===== config.mk =====
export PLATFORM = sky130hd
export DESIGN_NAME = binary_log_deframer_crc32
export DESIGN_NICKNAME = d
export VERILOG_FILES = /design/src/sv/bldc_pkg.sv /design/src/sv/bldc_rq.sv /design/src/sv/binary_log_deframer_crc32.sv
export SDC_FILE = /design/constraint.sdc
export NUM_CORES = 1
export LEC_CHECK = 0
export ABC_AREA = 1
export BUFFER_PORTS_ARGS = -buffer_cell sky130_fd_sc_hd__buf_2
export CAP_MARGIN = 20
export CORE_UTILIZATION = 35
export DETAILED_ROUTE_END_ITERATION = 10
export GPL_TIMING_DRIVEN = 0
export PLACE_DENSITY = 0.58
export SYNTH_ARGS = -nofsm -noshare
export SYNTH_HDL_FRONTEND = slang
export SYNTH_HIERARCHICAL = 1
export SYNTH_SLANG_ARGS = --single-unit

===== constraint.sdc =====
create_clock -name clk -period 11 [get_ports clk]
set_input_delay 0.55 -clock clk [delete_from_list [all_inputs] [get_ports clk]]
set_output_delay 0.55 -clock clk [all_outputs]
set_load 0.02 [all_outputs]

===== src/sv/bldc_pkg.sv =====
// Shared types, constants and CRC helpers for the binary log deframer.
// No dependencies; imported by every module of the block.
`timescale 1ns / 1ps

package bldc_pkg;

  localparam int OFF_W = 17;

  localparam logic [7:0] SYNC_A = 8'hAA;
  localparam logic [7:0] SYNC_B = 8'h44;
  localparam logic [7:0] SYNC_C = 8'h12;
  localparam logic [1:0] SYNC_LAST_IDX = 2'd2;

  localparam logic [31:0] CRC_POLY = 32'hEDB88320;
  localparam logic [7:0] MIN_HDR_LEN = 8'd20;
  localparam logic [17:0] TRAILER_LEN = 18'd4;

  // Frame status codes
  localparam logic [1:0] ST_CRC_GOOD  = 2'd0;
  localparam logic [1:0] ST_CRC_BAD   = 2'd1;
  localparam logic [1:0] ST_SHORT_HDR = 2'd2;

  // Header byte positions, counted from the first sync byte
  localparam logic [OFF_W-1:0] POS_HLEN     = 17'd3;
  localparam logic [OFF_W-1:0] POS_MSG_LO   = 17'd4;
  localparam logic [OFF_W-1:0] POS_MSG_HI   = 17'd5;
  localparam logic [OFF_W-1:0] POS_PLEN_LO  = 17'd8;
  localparam logic [OFF_W-1:0] POS_PLEN_HI  = 17'd9;
  localparam logic [OFF_W-1:0] POS_WEEK_LO  = 17'd14;
  localparam logic [OFF_W-1:0] POS_WEEK_HI  = 17'd15;
  localparam logic [OFF_W-1:0] POS_MS_0     = 17'd16;
  localparam logic [OFF_W-1:0] POS_MS_1     = 17'd17;
  localparam logic [OFF_W-1:0] POS_MS_2     = 17'd18;
  localparam logic [OFF_W-1:0] POS_MS_3     = 17'd19;

  localparam int RQ_DEPTH = 2;

  // One result queue entry; a sync entry expands into three transfers.
  typedef struct packed {
    logic              sync;
    logic [7:0]        frame_byte;
    logic [OFF_W-1:0]  byte_offset;
    logic              last_byte;
    logic [1:0]        frame_status;
    logic [15:0]       message_id;
    logic [7:0]        header_length;
    logic [15:0]       payload_length;
    logic [15:0]       gps_week;
    logic [31:0]       week_millis;
  } rq_entry_t;

  // Reflected CRC-32, one byte, eight shift steps.
  function automatic logic [31:0] crc_byte(input logic [31:0] crc_in,
                                           input logic [7:0] data);
    logic [31:0] c;
    c = crc_in ^ {24'd0, data};
    for (int k = 0; k < 8; k++) begin
      c = c[0] ? ((c >> 1) ^ CRC_POLY) : (c >> 1);
    end
    return c;
  endfunction

  function automatic logic [7:0] sync_byte(input logic [1:0] idx);
    logic [7:0] b;
    case (idx)
      2'd0: b = SYNC_A;
      2'd1: b = SYNC_B;
      default: b = SYNC_C;
    endcase
    return b;
  endfunction

  // CRC after the three sync bytes, starting from zero
  localparam logic [31:0] CRC_SYNC = crc_byte(crc_byte(crc_byte(32'd0, SYNC_A), SYNC_B),
                                              SYNC_C);

endpackage


===== src/sv/bldc_rq.sv =====
// Small result queue between the frame parser and the output port.
// Depends on bldc_pkg for the entry type.
`timescale 1ns / 1ps

module bldc_rq #(
  parameter int DEPTH = bldc_pkg::RQ_DEPTH
) (
  input  logic                clk,
  input  logic                rst_n,
  input  logic                push,
  input  bldc_pkg::rq_entry_t push_data,
  output logic                full,
  input  logic                pop,
  output bldc_pkg::rq_entry_t head,
  output logic                empty
);
  import bldc_pkg::*;

  localparam int IW = (DEPTH > 1) ? $clog2(DEPTH) : 1;
  localparam int CW = $clog2(DEPTH + 1);
  localparam logic [IW-1:0] LAST_IDX = IW'(DEPTH - 1);
  localparam logic [CW-1:0] FULL_CNT = CW'(DEPTH);

  rq_entry_t         mem_r [DEPTH];
  logic [IW-1:0]     wr_ptr_r, rd_ptr_r;
  logic [CW-1:0]     cnt_r, cnt_nxt;

  assign full  = (cnt_r == FULL_CNT);
  assign empty = (cnt_r == '0);
  assign head  = mem_r[rd_ptr_r];

  always_comb begin
    cnt_nxt = cnt_r;
    if (push && !pop) begin
      cnt_nxt = cnt_r + CW'(1);
    end else if (pop && !push) begin
      cnt_nxt = cnt_r - CW'(1);
    end
  end

  always_ff @(posedge clk) begin
    if (push) begin
      mem_r[wr_ptr_r] <= push_data;
    end
  end

  always_ff @(posedge clk) begin
    if (!rst_n) begin
      wr_ptr_r <= '0;
      rd_ptr_r <= '0;
      cnt_r    <= '0;
    end else begin
      if (push) begin
        wr_ptr_r <= (wr_ptr_r == LAST_IDX) ? '0 : wr_ptr_r + IW'(1);
      end
      if (pop) begin
        rd_ptr_r <= (rd_ptr_r == LAST_IDX) ? '0 : rd_ptr_r + IW'(1);
      end
      cnt_r <= cnt_nxt;
    end
  end

endmodule


===== src/sv/binary_log_deframer_crc32.sv =====
// Top level of the binary log deframer with reflected CRC-32 frame check.
// Depends on bldc_pkg and bldc_rq.
`timescale 1ns / 1ps

// The block takes one raw byte per transfer and sustains one byte per clock
// while the result queue has room. An accepted byte lands in an input
// register; the parser (sync hunt, header capture, one-byte CRC-32 update,
// trailer compare) works on it once the queue is not full and pushes at most
// one entry into a result queue of QUEUE_DEPTH entries, which feeds the
// output port. in_ready depends only on registered state, never
// combinationally on out_ready. An input byte reaches the output port through
// the input register and the result queue. A completed sync pattern AA 44 12
// is one queue entry that leaves as three output transfers (offsets 0, 1,
// 2), so the output side falls behind at each frame start and input stalls
// only once the queue fills. Every later frame byte is one output transfer.
// The last byte of a frame carries the status (CRC good, CRC mismatch, or
// short header when byte 3 is below 20) along with message id, lengths, week
// and millisecond time; these fields read zero on all other bytes. After a
// frame ends, hunting resumes with the next byte and no frame byte can start
// a new sync match.

module binary_log_deframer_crc32 #(
  parameter int QUEUE_DEPTH = bldc_pkg::RQ_DEPTH
) (
  input  logic                          clk,
  input  logic                          rst_n,
  input  logic                          in_valid,
  output logic                          in_ready,
  input  logic [7:0]                    in_byte,
  output logic                          out_valid,
  input  logic                          out_ready,
  output logic [7:0]                    out_frame_byte,
  output logic [bldc_pkg::OFF_W-1:0]    out_byte_offset,
  output logic                          out_last_byte,
  output logic [1:0]                    out_frame_status,
  output logic [15:0]                   out_message_id,
  output logic [7:0]                    out_header_length,
  output logic [15:0]                   out_payload_length,
  output logic [15:0]                   out_gps_week,
  output logic signed [31:0]            out_week_millis
);
  import bldc_pkg::*;

  // Input register
  logic        in_v_r;
  logic [7:0]  in_byte_r;

  // Parser state
  logic [15:0]      recent_r, recent_nxt;
  logic             in_frame_r, in_frame_nxt;
  logic [OFF_W-1:0] pos_r, pos_nxt;
  logic [7:0]       hdr_r, hdr_nxt;
  logic [15:0]      pay_r, pay_nxt;
  logic [31:0]      crc_r, crc_nxt;
  logic [31:0]      trl_r, trl_nxt;
  logic [15:0]      msg_r, msg_nxt;
  logic [15:0]      week_r, week_nxt;
  logic [31:0]      millis_r, millis_nxt;

  logic [OFF_W-1:0] body;
  logic [OFF_W-1:0] trl_idx;
  logic [17:0]      total;
  logic [17:0]      pos_p1;

  logic       proc_fire;
  logic       q_push, q_full, q_pop, q_empty;
  rq_entry_t  q_in, q_head;
  logic [1:0] sub_r;
  logic       out_fire;

  assign in_ready  = !in_v_r || !q_full;
  assign proc_fire = in_v_r && !q_full;

  // Hold the byte until the parser takes it
  always_ff @(posedge clk) begin
    if (!rst_n) begin
      in_v_r <= 1'b0;
    end else if (in_valid && in_ready) begin
      in_v_r <= 1'b1;
    end else if (proc_fire) begin
      in_v_r <= 1'b0;
    end
  end

  always_ff @(posedge clk) begin
    if (in_valid && in_ready) begin
      in_byte_r <= in_byte;
    end
  end

  // Parser: one byte per cycle while the result queue has room
  always_comb begin
    recent_nxt   = recent_r;
    in_frame_nxt = in_frame_r;
    pos_nxt      = pos_r;
    hdr_nxt      = hdr_r;
    pay_nxt      = pay_r;
    crc_nxt      = crc_r;
    trl_nxt      = trl_r;
    msg_nxt      = msg_r;
    week_nxt     = week_r;
    millis_nxt   = millis_r;
    q_push       = 1'b0;
    q_in         = '0;
    body         = '0;
    total        = '0;
    pos_p1       = {1'b0, pos_r} + 18'd1;
    trl_idx      = '0;

    if (!in_frame_r) begin
      if (recent_r == {SYNC_A, SYNC_B} && in_byte_r == SYNC_C) begin
        // Sync complete: queue the three sync bytes as one entry
        q_push       = 1'b1;
        q_in.sync    = 1'b1;
        crc_nxt      = CRC_SYNC;
        trl_nxt      = '0;
        hdr_nxt      = '0;
        pay_nxt      = '0;
        msg_nxt      = '0;
        week_nxt     = '0;
        millis_nxt   = '0;
        in_frame_nxt = 1'b1;
        pos_nxt      = POS_HLEN;
        recent_nxt   = '0;
      end else begin
        recent_nxt = {recent_r[7:0], in_byte_r};
      end
    end else begin
      q_push           = 1'b1;
      q_in.frame_byte  = in_byte_r;
      q_in.byte_offset = pos_r;

      // Capture header fields by position
      case (pos_r)
        POS_HLEN:    hdr_nxt           = in_byte_r;
        POS_MSG_LO:  msg_nxt[7:0]      = in_byte_r;
        POS_MSG_HI:  msg_nxt[15:8]     = in_byte_r;
        POS_PLEN_LO: pay_nxt[7:0]      = in_byte_r;
        POS_PLEN_HI: pay_nxt[15:8]     = in_byte_r;
        POS_WEEK_LO: week_nxt[7:0]     = in_byte_r;
        POS_WEEK_HI: week_nxt[15:8]    = in_byte_r;
        POS_MS_0:    millis_nxt[7:0]   = in_byte_r;
        POS_MS_1:    millis_nxt[15:8]  = in_byte_r;
        POS_MS_2:    millis_nxt[23:16] = in_byte_r;
        POS_MS_3:    millis_nxt[31:24] = in_byte_r;
        default: ;
      endcase

      if (pos_r == POS_HLEN && in_byte_r < MIN_HDR_LEN) begin
        // Short header: end the frame here, nothing else has arrived
        q_in.last_byte     = 1'b1;
        q_in.frame_status  = ST_SHORT_HDR;
        q_in.header_length = in_byte_r;
        in_frame_nxt       = 1'b0;
        pos_nxt            = '0;
        recent_nxt         = '0;
      end else begin
        body    = {9'd0, hdr_nxt} + {1'b0, pay_nxt};
        total   = {1'b0, body} + TRAILER_LEN;
        trl_idx = pos_r - body;

        if (pos_r < body) begin
          crc_nxt = crc_byte(crc_r, in_byte_r);
        end else if (trl_idx < OFF_W'(4)) begin
          trl_nxt[{trl_idx[1:0], 3'b000} +: 8] = in_byte_r;
        end

        if (pos_p1 >= total) begin
          q_in.last_byte      = 1'b1;
          q_in.frame_status   = (crc_nxt == trl_nxt) ? ST_CRC_GOOD : ST_CRC_BAD;
          q_in.message_id     = msg_nxt;
          q_in.header_length  = hdr_nxt;
          q_in.payload_length = pay_nxt;
          q_in.gps_week       = week_nxt;
          q_in.week_millis    = millis_nxt;
          in_frame_nxt        = 1'b0;
          pos_nxt             = '0;
          recent_nxt          = '0;
        end else begin
          pos_nxt = pos_p1[OFF_W-1:0];
        end
      end
    end
  end

  always_ff @(posedge clk) begin
    if (!rst_n) begin
      recent_r   <= '0;
      in_frame_r <= 1'b0;
      pos_r      <= '0;
    end else if (proc_fire) begin
      recent_r   <= recent_nxt;
      in_frame_r <= in_frame_nxt;
      pos_r      <= pos_nxt;
    end
  end

  // Header fields, CRC and trailer; at sync the CRC is preset to the sync value and the rest cleared before use
  always_ff @(posedge clk) begin
    if (proc_fire) begin
      hdr_r    <= hdr_nxt;
      pay_r    <= pay_nxt;
      crc_r    <= crc_nxt;
      trl_r    <= trl_nxt;
      msg_r    <= msg_nxt;
      week_r   <= week_nxt;
      millis_r <= millis_nxt;
    end
  end

  bldc_rq #(
    .DEPTH(QUEUE_DEPTH)
  ) u_rq (
    .clk       (clk),
    .rst_n     (rst_n),
    .push      (proc_fire && q_push),
    .push_data (q_in),
    .full      (q_full),
    .pop       (q_pop),
    .head      (q_head),
    .empty     (q_empty)
  );

  // Output side: expand a sync entry into three transfers
  assign out_valid = !q_empty;
  assign out_fire  = out_valid && out_ready;
  assign q_pop     = out_fire && (!q_head.sync || sub_r == SYNC_LAST_IDX);

  always_ff @(posedge clk) begin
    if (!rst_n) begin
      sub_r <= '0;
    end else if (out_fire) begin
      sub_r <= q_pop ? 2'd0 : sub_r + 2'd1;
    end
  end

  always_comb begin
    if (q_head.sync) begin
      out_frame_byte     = sync_byte(sub_r);
      out_byte_offset    = {{(OFF_W-2){1'b0}}, sub_r};
      out_last_byte      = 1'b0;
      out_frame_status   = ST_CRC_GOOD;
      out_message_id     = '0;
      out_header_length  = '0;
      out_payload_length = '0;
      out_gps_week       = '0;
      out_week_millis    = '0;
    end else begin
      out_frame_byte     = q_head.frame_byte;
      out_byte_offset    = q_head.byte_offset;
      out_last_byte      = q_head.last_byte;
      out_frame_status   = q_head.frame_status;
      out_message_id     = q_head.message_id;
      out_header_length  = q_head.header_length;
      out_payload_length = q_head.payload_length;
      out_gps_week       = q_head.gps_week;
      out_week_millis    = signed'(q_head.week_millis);
    end
  end

endmodule


* After elaboration in Yosys (flattened, before gate mapping)
Memory sizes are Yosys's and may differ from the RTL's. A register that Yosys moved wholly into a read port is not among the register bits. Cells that the tools add are included.
Storage, ports and cells: register bits 201, RAM bits 234, input port bits 12, output and inout bits 118, logic and storage cells 171, memories 1
Cells by class: $add $sub $neg 10, magnitude comparators 4, equality and inequality tests 19, shifts and indexed selects 2, muxes and demuxes 85, bitwise gates (word level) 9, reduce and logical (&&, ||, !) cells 25
Memories:
- u_rq.mem_r | words 2, width 117, read ports 1, clocked after memory_dff 1, write ports 1, RTL line bldc_rq.sv:24 | rq_entry_t mem_r [DEPTH];
Operators by type and width (count):
- 2-to-1 mux 32 bit | 23
- 2-to-1 mux 16 bit | 12
- 2-to-1 mux 8 bit | 19
- 2-to-1 mux 116 bit | 1
- inverter 13 -> 14 bit | 8
- 2-to-1 mux 91 bit | 1
- 2-to-1 mux 17 bit | 5
- equality test 17 x 4 -> 1 bit, second input constant | 4
- equality test 17 x 5 -> 1 bit, second input constant | 4
- 2-to-1 mux 64 bit | 1
- equality test 17 x 3 -> 1 bit, second input constant | 2
- bitwise mux 32 bit | 1
- equality test 32 bit | 1
- variable shift 8 x 7 -> 32 bit, first input constant | 1
- variable part select 8 x 7 -> 32 bit | 1
- XOR 32 x 8 -> 32 bit | 1
- adder 17 x 1 -> 18 bit, second input constant | 1
- adder 17 x 3 -> 18 bit, second input constant | 1
- >= comparator 18 bit | 1
- adder 8 x 16 -> 17 bit | 1
- equality test 17 x 2 -> 1 bit, second input constant | 1
- less-than comparator 17 bit | 1
- less-than comparator 17 x 3 -> 1 bit, second input constant | 1
- subtractor 17 bit | 1
- 22 further kinds | 61

* Logic depth before layout (Yosys ltp)
Gate-level depths: netlist of the first run.
word-level depth 25, gate-level depth with buffers 48

* Modules after synthesis
Netlist of the first run, hierarchy kept.
Modules (own cells, without submodules):
- binary_log_deframer_crc32 | times used 1, cells an instance 2268, area each 15665.0 µm²
- bldc_rq | times used 1, cells an instance 399, area each 8780.9 µm²

* Worst setup path after synthesis of the first run
Ideal clock, no wire load.
path kind register -> register, start point register in_byte_r[3], end point memory u_rq/mem_r[0][0] (netlist name) (enable), library setup time 593 ps, data arrival time 10188 ps, setup slack 218 ps, cell stages (with the launch flop) 11, path buffers 1, period minus slack after synthesis 10782 ps, cell sequence edfxtp_1 > buf_2 > nor2_1 > nand3_1 > nor4_1 > nand4_1 > nand2_1 > inv_1 > nor2_1 > inv_1 > nor2_1
On the way: longest elaborated chain between the ends 7
Ends and longest elaborated chain:
- start, declared | RTL line binary_log_deframer_crc32.sv:46 | logic [7:0] in_byte_r;
- start signal, assigned | RTL line binary_log_deframer_crc32.sv:87 | in_byte_r <= in_byte;
- equality test 8 x 5 -> 1 bit | RTL line binary_log_deframer_crc32.sv:111 | if (recent_r == {SYNC_A, SYNC_B} && in_byte_r == SYNC_C) begin
- logical AND 1 bit | RTL line binary_log_deframer_crc32.sv:111
- 2-to-1 mux 1 bit | RTL line binary_log_deframer_crc32.sv:111
- 2-to-1 mux 1 bit | RTL line binary_log_deframer_crc32.sv:110 | if (!in_frame_r) begin
- logical AND 1 bit | RTL line binary_log_deframer_crc32.sv:216 | .push (proc_fire && q_push),
- 2-to-1 mux 1 bit | RTL line bldc_rq.sv:42 | if (push) begin
- 2-to-1 mux 1 bit (implied by the code) | RTL line bldc_rq.sv:43 | mem_r[wr_ptr_r] <= push_data;
- end, declared | RTL line bldc_rq.sv:24
Every way passes these cells.

==> flow_summary.toml, run 1 <==
[synthesis]
yosysTopAreaCell = "edfxtp_1"
synth_top_area_frac = 0.484
synth.most_common_cell = "nand2_1"
synth_xor_xnor_area_share = 0.0495
async_reset_ff_frac = 0
yosysUniqueCellTypes = 60
ys.flop_type = "edfxtp_1"
synth_area_leaders = "edfxtp_1 (48%), nand2_1 (8.0%), nor2_1 (7.2%), inv_1 (5.2%), mux2_2 (4.0%)"
syn-num-nets = 2737
yosysSeqAreaShare = 0.518
synth-edff-count = 394
synth.area.mux_share = 0.0589
synth_top_family_by_area = "simple AND/OR/NAND/NOR gates"
netlist_area_um2 = 24400
synth_adder_area_share = 0.0300
synth_common_cells = "nand2_1 (521), nor2_1 (466), edfxtp_1 (394)"
synth-compound-area-share = 0.0528
yosysWarnings = 6
syn-instance-count = 2667
syn-mean-instance-area_um2 = 9.17
synth_seq_cells = 436
synth-simple-area-share = 0.213

[pwr]
vdd_drop_max_uv = 86.2
p_per_area_nw_per_um2 = 128
leakage_nw = 12.1

[cells_and_area]
n_fill_cell = 6782
nets = 2931
area_delta_synth_final_pct = 15.2
layout.cells.non_filler = 3834
layout-drive-gt1-share = 0.166
stdcell_area_um2 = 28200

[cts]
clk_path_buf_depth = 3
cts_sinks = 436
cts_root_buffer = "clkbuf_16"
h-tree-depth = 2
cts_buffers = 49
cts_tree = "done"
cts.reportedPaths.clkPinSlew_ns = 0.06
cts_setup_buffers = 0
hold_buffers = 0
cts_resized = 0
insertion_delay_ns = 0.60

[sta]
fin_crit_sh = 0.694
fin_crit_ns = 7.64
setup_viol = 0
slew_violations = 0
rsz0062_at_grt = "no"
fin_ws_ns = 3.36
max_clock_freq_ghz = 0.131
finalSetupTns_ns = 0
slew_headroom = 0.237
clock_skew_ns = 0.0271
final_hold_viol_count = 0
tightest_slew_ns = 1.14
whs_ns = 0.137

[grt]
grt_antenna_before_repair = 3
grt-ovfl-total = 0
grt_pass1_vias = 16800
grt_pass1_wl_um = 98800
grt.total_usage = 0.183
grt_start_max_net_pins = 68

[worst_hold_path]
min_path_type = "input port to register"

[worst_setup_path]
cp.required_ns = 11.31
cp-end-kind = "register"
slowest_delay_ns = 0.81
criticalPathCategory = "register to register"
cp-start-kind = "register"
slowest_stage = "clkbuf_1"
crit_fanout = 10
arrival_ns = 7.95

[run_status]
outcome = "finished, final reports clean"

[floorplan]
core_area_um2 = 68800
ios = 130
die_y_um = 266
start_util = 0.355
fp.dieArea_um2 = 70900
fp.dieW_um = 266
fp-row-count = 96

[drt]
drt_first_pass_iters = 6
dr_total_vias = 18100
via_per_inst = 4.71
ant_nets = 0
drtIter0Drc = 1345
routedWlPerCell_um = 17.0
wl_um = 65300
drc_errors = 0

[place]
port_buffers = 129
dpl-instance-area_um2 = 26500
dp_hpwl_um = 48100
dp_cells = 3739
gp_congestion = 0.909
dp_slack_ns = 3.38

[run]
max_cap_violations = 0
flip-flops by register name, indices dropped and copies added (netlist names), 2 cells and up, named ones only:
signal      cells
week_r         16
u_rq/mem_r    234
recent_r       16
pos_r          17
crc_r          32
pay_r          16
hdr_r           8
trl_r          32
msg_r          16
u_rq/cnt_r      2
sub_r           2
in_byte_r       8
millis_r       32
area by class of cell:
class	instances	area, um2	area share
antenna	1	2.50	0.0000889
clock inverter	27	305	0.0108
inverter	368	1390	0.0493
multi-input combinational	1760	9920	0.352
clock buffer	65	1320	0.0467
sequential	436	12700	0.450
buffer	103	497	0.0176
timing repair buffer	143	898	0.0319
tap	931	1160	0.0414
final timing paths:
check	from	end	slack, ns	cells after the start
max	in_byte_r[7]$_DFFE_PP_	u_rq/mem_r[0][88]$_DFFE_PP_	3.36	31
min	in_byte[3]	in_byte_r[3]$_DFFE_PP_	0.14	1
max reg2reg	in_byte_r[7]$_DFFE_PP_	u_rq/mem_r[0][88]$_DFFE_PP_	3.36	31
min reg2reg	recent_r[13]$_SDFFE_PN0P_	recent_r[13]$_SDFFE_PN0P_	0.46	2
report_power, final:
part	leakage [nW]	internal [mW]	switching (mW)	total, mW
sequential	4.21	1.78	0.00626	1.79
combinational	7.07	0.0592	0.108	0.167
clock	0.789	0.964	0.686	1.65
total	12.1	2.81	0.800	3.61
kinds of logic (layout without fill, tap and decap cells):
| kind of cell | Yosys count | after routing |
|---|---|---|
| simple gates | 1231 | 1231 |
| fa+ha+maj | 58 | 58 |
| flops | 436 | 436 |
| compound gates | 239 | 239 |
| other cells | 1 | 2 |
| xor+xnor | 113 | 113 |
| mux | 118 | 118 |
| buf+inv | 471 | 706 |
layer usage:
| layer | part of all wire | vias up | wire [um] | GRT usage |
|---|---|---|---|---|
| met2 | 0.47 | 443 | 30400 | 0.301 |
| met4 | 0.029 | 2 | 1900 | 0.0550 |
| met3 | 0.061 | 105 | 3960 | 0.0301 |
| li1 | - | 9087 | - | - |
| met5 | 0.00026 | - | 17 | 0 |
| met1 | 0.44 | 8420 | 28900 | 0.247 |
placed cells by master (no fill, tap or decap), types with 13 or more instances in the layout:
cell type	count
a21oi_1	142
buf_2	149
clkbuf_1	83
clkbuf_16	49
dfxtp_1	42
edfxtp_1	394
ha_1	57
inv_1	337
inv_2	26
mux2_2	87
mux2_4	30
nand2_1	521
nand2_2	18
nand3_1	105
nand3b_1	16
nand4_1	19
nor2_1	463
nor3_1	38
o21ai_0	56
o21ai_1	13
xnor2_1	30
xor2_1	64
critical path, delay by kind of cell, from the launching register on:
kind | cells | cell delay, ns
xor gates and xnor gates | 2 | 0.78
and+or+nand+nor | 17 | 2.40
DFF | 1 | 0.68
buffers and inverters | 7 | 1.65
adders and majority gates | 2 | 0.90
AOI/OAI and AO/OA | 3 | 0.89
metrics by stage:
| stage | util | power, mW |
|---|---|---|
| after floorplan | - | 1.94 |
| after global placement | 0.381 | 1.99 |
| after detailed placement | 0.385 | 1.99 |
| after CTS | 0.409 | 3.64 |
| after global routing | 0.409 | 3.72 |
| final | 0.409 | 3.61 |
(Power assumes the default switching activity.)
==> run 2: changes to the inputs <==
- ABC_AREA: 1 -> 0
- clock period: 11 -> 6.2 ns (I/O delays scaled with it)
==> run 2 against run 1 <==
Compared with the run above: the flow now finishes with violations (design-rule violations, negative setup slack); register-to-register slack got worse by 4.5 ns; flip-flop and latch count did not move; count of clock-buffer cells in the layout fell by 5; highest routed layer is now met4; critical path type unchanged; sequential power rose by 77%; fmax rose by 3.7%; worst hold slack got worse by 0.093 ns.
==> flow_summary.toml, run 2 <==
[synthesis]
ys.flop_type = "edfxtp_1"
synth_seq_cells = 436
netlist_area_um2 = 23500
async_reset_ff_frac = 0
synth.most_common_cell = "edfxtp_1"
synth-simple-area-share = 0.168
yosysTopAreaCell = "edfxtp_1"
syn-mean-instance-area_um2 = 11.3
synth_xor_xnor_area_share = 0.0472
synth_top_area_frac = 0.503
synth_common_cells = "edfxtp_1 (394), nor2_1 (287), nand2_1 (142)"
synth.area.mux_share = 0.113
yosysUniqueCellTypes = 81
yosysWarnings = 6
yosysSeqAreaShare = 0.538
synth_adder_area_share = 0.0311
synth-compound-area-share = 0.0732
syn-instance-count = 2079
synth_area_leaders = "edfxtp_1 (50%), mux2i_1 (5.0%), nor2_1 (4.6%), mux2_2 (4.4%), dfxtp_1 (3.6%)"
syn-num-nets = 2149
synth_top_family_by_area = "simple AND/OR/NAND/NOR gates"
synth-edff-count = 394

[worst_setup_path]
reg2regPathDepth = 25
arrival_ns = 7.66
cp-end-kind = "register"
cp.required_ns = 6.50
cp-start-kind = "register"
rrSetupSlack_ns = -1.17
reg2reg_from = "in_byte_r[1]$_DFFE_PP_"
criticalPathCategory = "register to register"
r2r_end = "u_rq/mem_r[1][88]$_DFFE_PP_"
crit_fanout = 10

[drt]
drc_errors = 5
wl_um = 69900
via_per_inst = 5.30
dr_total_vias = 17400
ant_nets = 0
drtIter0Drc = 1128
drt_first_pass_iters = 10
routedWlPerCell_um = 21.4

[place]
dpl-instance-area_um2 = 25700
dp_hpwl_um = 49600
dp_cells = 3084
gp_congestion = 0.903
port_buffers = 129

[floorplan]
core_area_um2 = 66100
start_util = 0.356
ios = 130
fp.dieArea_um2 = 68300
fp-row-count = 94
fp.dieW_um = 261
die_y_um = 261

[worst_hold_path]
min_to = "u_rq/wr_ptr_r$_SDFFE_PN0P_"
min_path_type = "input port to register"
hold_path_depth = 2
hold_start = "rst_n"

[cells_and_area]
regArea_um2 = 12700
diodes = 0
layout_commonest_cell = "edfxtp_1"
largest_reg_flops = 234
nets = 2442
stdcell_area_um2 = 29800
layout_common_cells = "edfxtp_1 (394), nor2_1 (207), buf_2 (138), nand2_1 (137), nor2b_1 (131)"
layout-drive-gt1-share = 0.300
n_fill_cell = 6149
top_register = "u_rq/mem_r"
area_delta_synth_final_pct = 26.4
postLayoutCoreUtil = 0.450
multiInputGateArea_um2 = 11600
layout.cells.non_filler = 3274

[pwr]
leakage_nw = 11.8
netSwitchingFraction = 0.224
intPower_mw = 5.02
p_total_mw = 6.47
clock_power_share = 0.454
vdd_drop_max_uv = 200
combPwrFrac = 0.055
p_per_area_nw_per_um2 = 217
p_sw_mw = 1.45
seqPwrFrac = 0.490

[cts]
cts_root_buffer = "clkbuf_16"
cts_buffers = 49
cts_sinks = 436
cts.reportedPaths.clkPinSlew_ns = 0.06
clk_path_buf_depth = 3
cts_tree = "done"
insertion_delay_ns = 0.60
h-tree-depth = 2

[grt]
grt_start_max_net_pins = 64
grt_pass1_vias = 17000
grt.total_usage = 0.200
grt-ovfl-total = 0
grt_antenna_before_repair = 0
grt_pass1_wl_um = 103000

[sta]
fin_crit_ns = 7.37
tightest_slew_ns = 1.15
setup_viol = 254
slew_violations = 0
rsz0062_at_grt = "yes"
final_hold_viol_count = 0
slew_headroom = 0.235
clock_skew_ns = 0.0248
fin_crit_sh = 1.19
max_clock_freq_ghz = 0.136
fin_ws_ns = -1.17

[run_status]
violations = "design-rule violations, negative setup slack"
outcome = "finished, violations left"

[run]
max_cap_violations = 0
[run 2: cell count changes after synthesis, moves of 19 or more]
cell     before  now
a21oi_1     142   86
inv_2        26    2
nand3_1     105   31
xnor2_1      30   79
and3_1        0   19
a22oi_1       0   26
mux2i_1       1  117
nor2_1      466  287
nand2_1     521  142
nor2b_1       0  132
inv_1       338   50
and2_1        2   55
[run 2: cell families (layout without fill, tap and decap cells)]
group	Yosys count	after routing
fa+ha+maj	58	58
compound gates	266	266
buf+inv	164	493
other cells	1	1
xor+xnor	127	127
mux	240	240
flops	436	436
simple gates	787	789
[run 2: cell type report]
type / count / share of cell area
clock inverter: 29 / 0.0107
inverter: 53 / 0.00702
multi-input combinational: 1481 / 0.389
buffer: 108 / 0.0256
timing repair buffer: 243 / 0.0608
tap: 864 / 0.0363
sequential: 436 / 0.427
clock buffer: 60 / 0.0433
[run 2: how the worst max path moves through the flow]
stage	to	slack, ns	from
2_1_floorplan	u_rq/mem_r[0][88]$_DFFE_PP_	-0.77	pos_r[1]$_SDFFE_PN0P_
3_3_place_gp	u_rq/mem_r[0][88]$_DFFE_PP_	-3.17	pos_r[1]$_SDFFE_PN0P_
3_5_place_dp	u_rq/mem_r[1][88]$_DFFE_PP_	-3.15	pos_r[1]$_SDFFE_PN0P_
4_1_cts	u_rq/mem_r[1][88]$_DFFE_PP_	-0.89	pos_r[13]$_SDFFE_PN0P_
5_1_grt	u_rq/mem_r[0][88]$_DFFE_PP_	-1.39	pos_r[7]$_SDFFE_PN0P_
6_report	u_rq/mem_r[1][88]$_DFFE_PP_	-1.17	in_byte_r[1]$_DFFE_PP_
[run 2: worst max-delay path, cell delays in order (launching register included)]
cell and delay [ns]:
edfxtp_1 0.57, clkbuf_1 0.52, clkbuf_1 0.72, nand2_1 0.11, o21ai_1 0.13, a21oi_2 0.07, ha_4 0.17, o31a_1 0.34
o311ai_2 0.34, nor3b_4 0.46, inv_1 0.08, a311oi_1 0.28, a211o_2 0.23, ha_4 0.23, o21a_1 0.13, o31ai_2 0.25
and4_1 0.27, nand3_2 0.10, nor4_4 0.36, buf_4 0.19, nand4_1 0.16, mux2i_1 0.25, nor2_1 0.07, or4_4 0.53
nor4_4 0.31, a31oi_4 0.19
[run 2: what timing repair did]
action	CTS	global route
gates resized for setup	285	105
hold endpoints to repair	9	0
endpoints found under the setup margin	278	275
buffers inserted	62	26
hold buffers	9	0
pin swaps	53	37
cloned	0	7
[run 2: stage by stage]
step / setup WS [ns] / hold slack, ns / TNS [ns]
6_report: -1.17 / 0.0442 / -153.34
5_1_grt: -1.39 / 0.0236 / -187.82
4_1_cts: -0.894 / 0.0218 / -78.77
3_5_place_dp: -3.15 / 0.484 / -412.57
3_3_place_gp: -3.17 / 0.472 / -1007.47
2_1_floorplan: -0.773 / 0.409 / -1.87
[run 2: per-layer routing]
metal / vias to the layer above / global-route usage / part of all wire
li1: 8073 / - / -
met1: 8602 / 0.256 / 0.42
met2: 539 / 0.338 / 0.49
met3: 142 / 0.0268 / 0.051
met4: 0 / 0.0825 / 0.042
met5: - / 0 / 0
[run 2: power by group through the flow]
| stage | sequential (mW) | combinational [mW] | clock (mW) |
|---|---|---|---|
| detailed placement | 3.24 | 0.314 | 0 |
| CTS | 3.17 | 0.346 | 2.99 |
| global route | 3.17 | 0.380 | 3.10 |
| floorplan | 3.23 | 0.208 | 0 |
| global placement | 3.24 | 0.309 | 0 |
| finish | 3.17 | 0.359 | 2.94 |
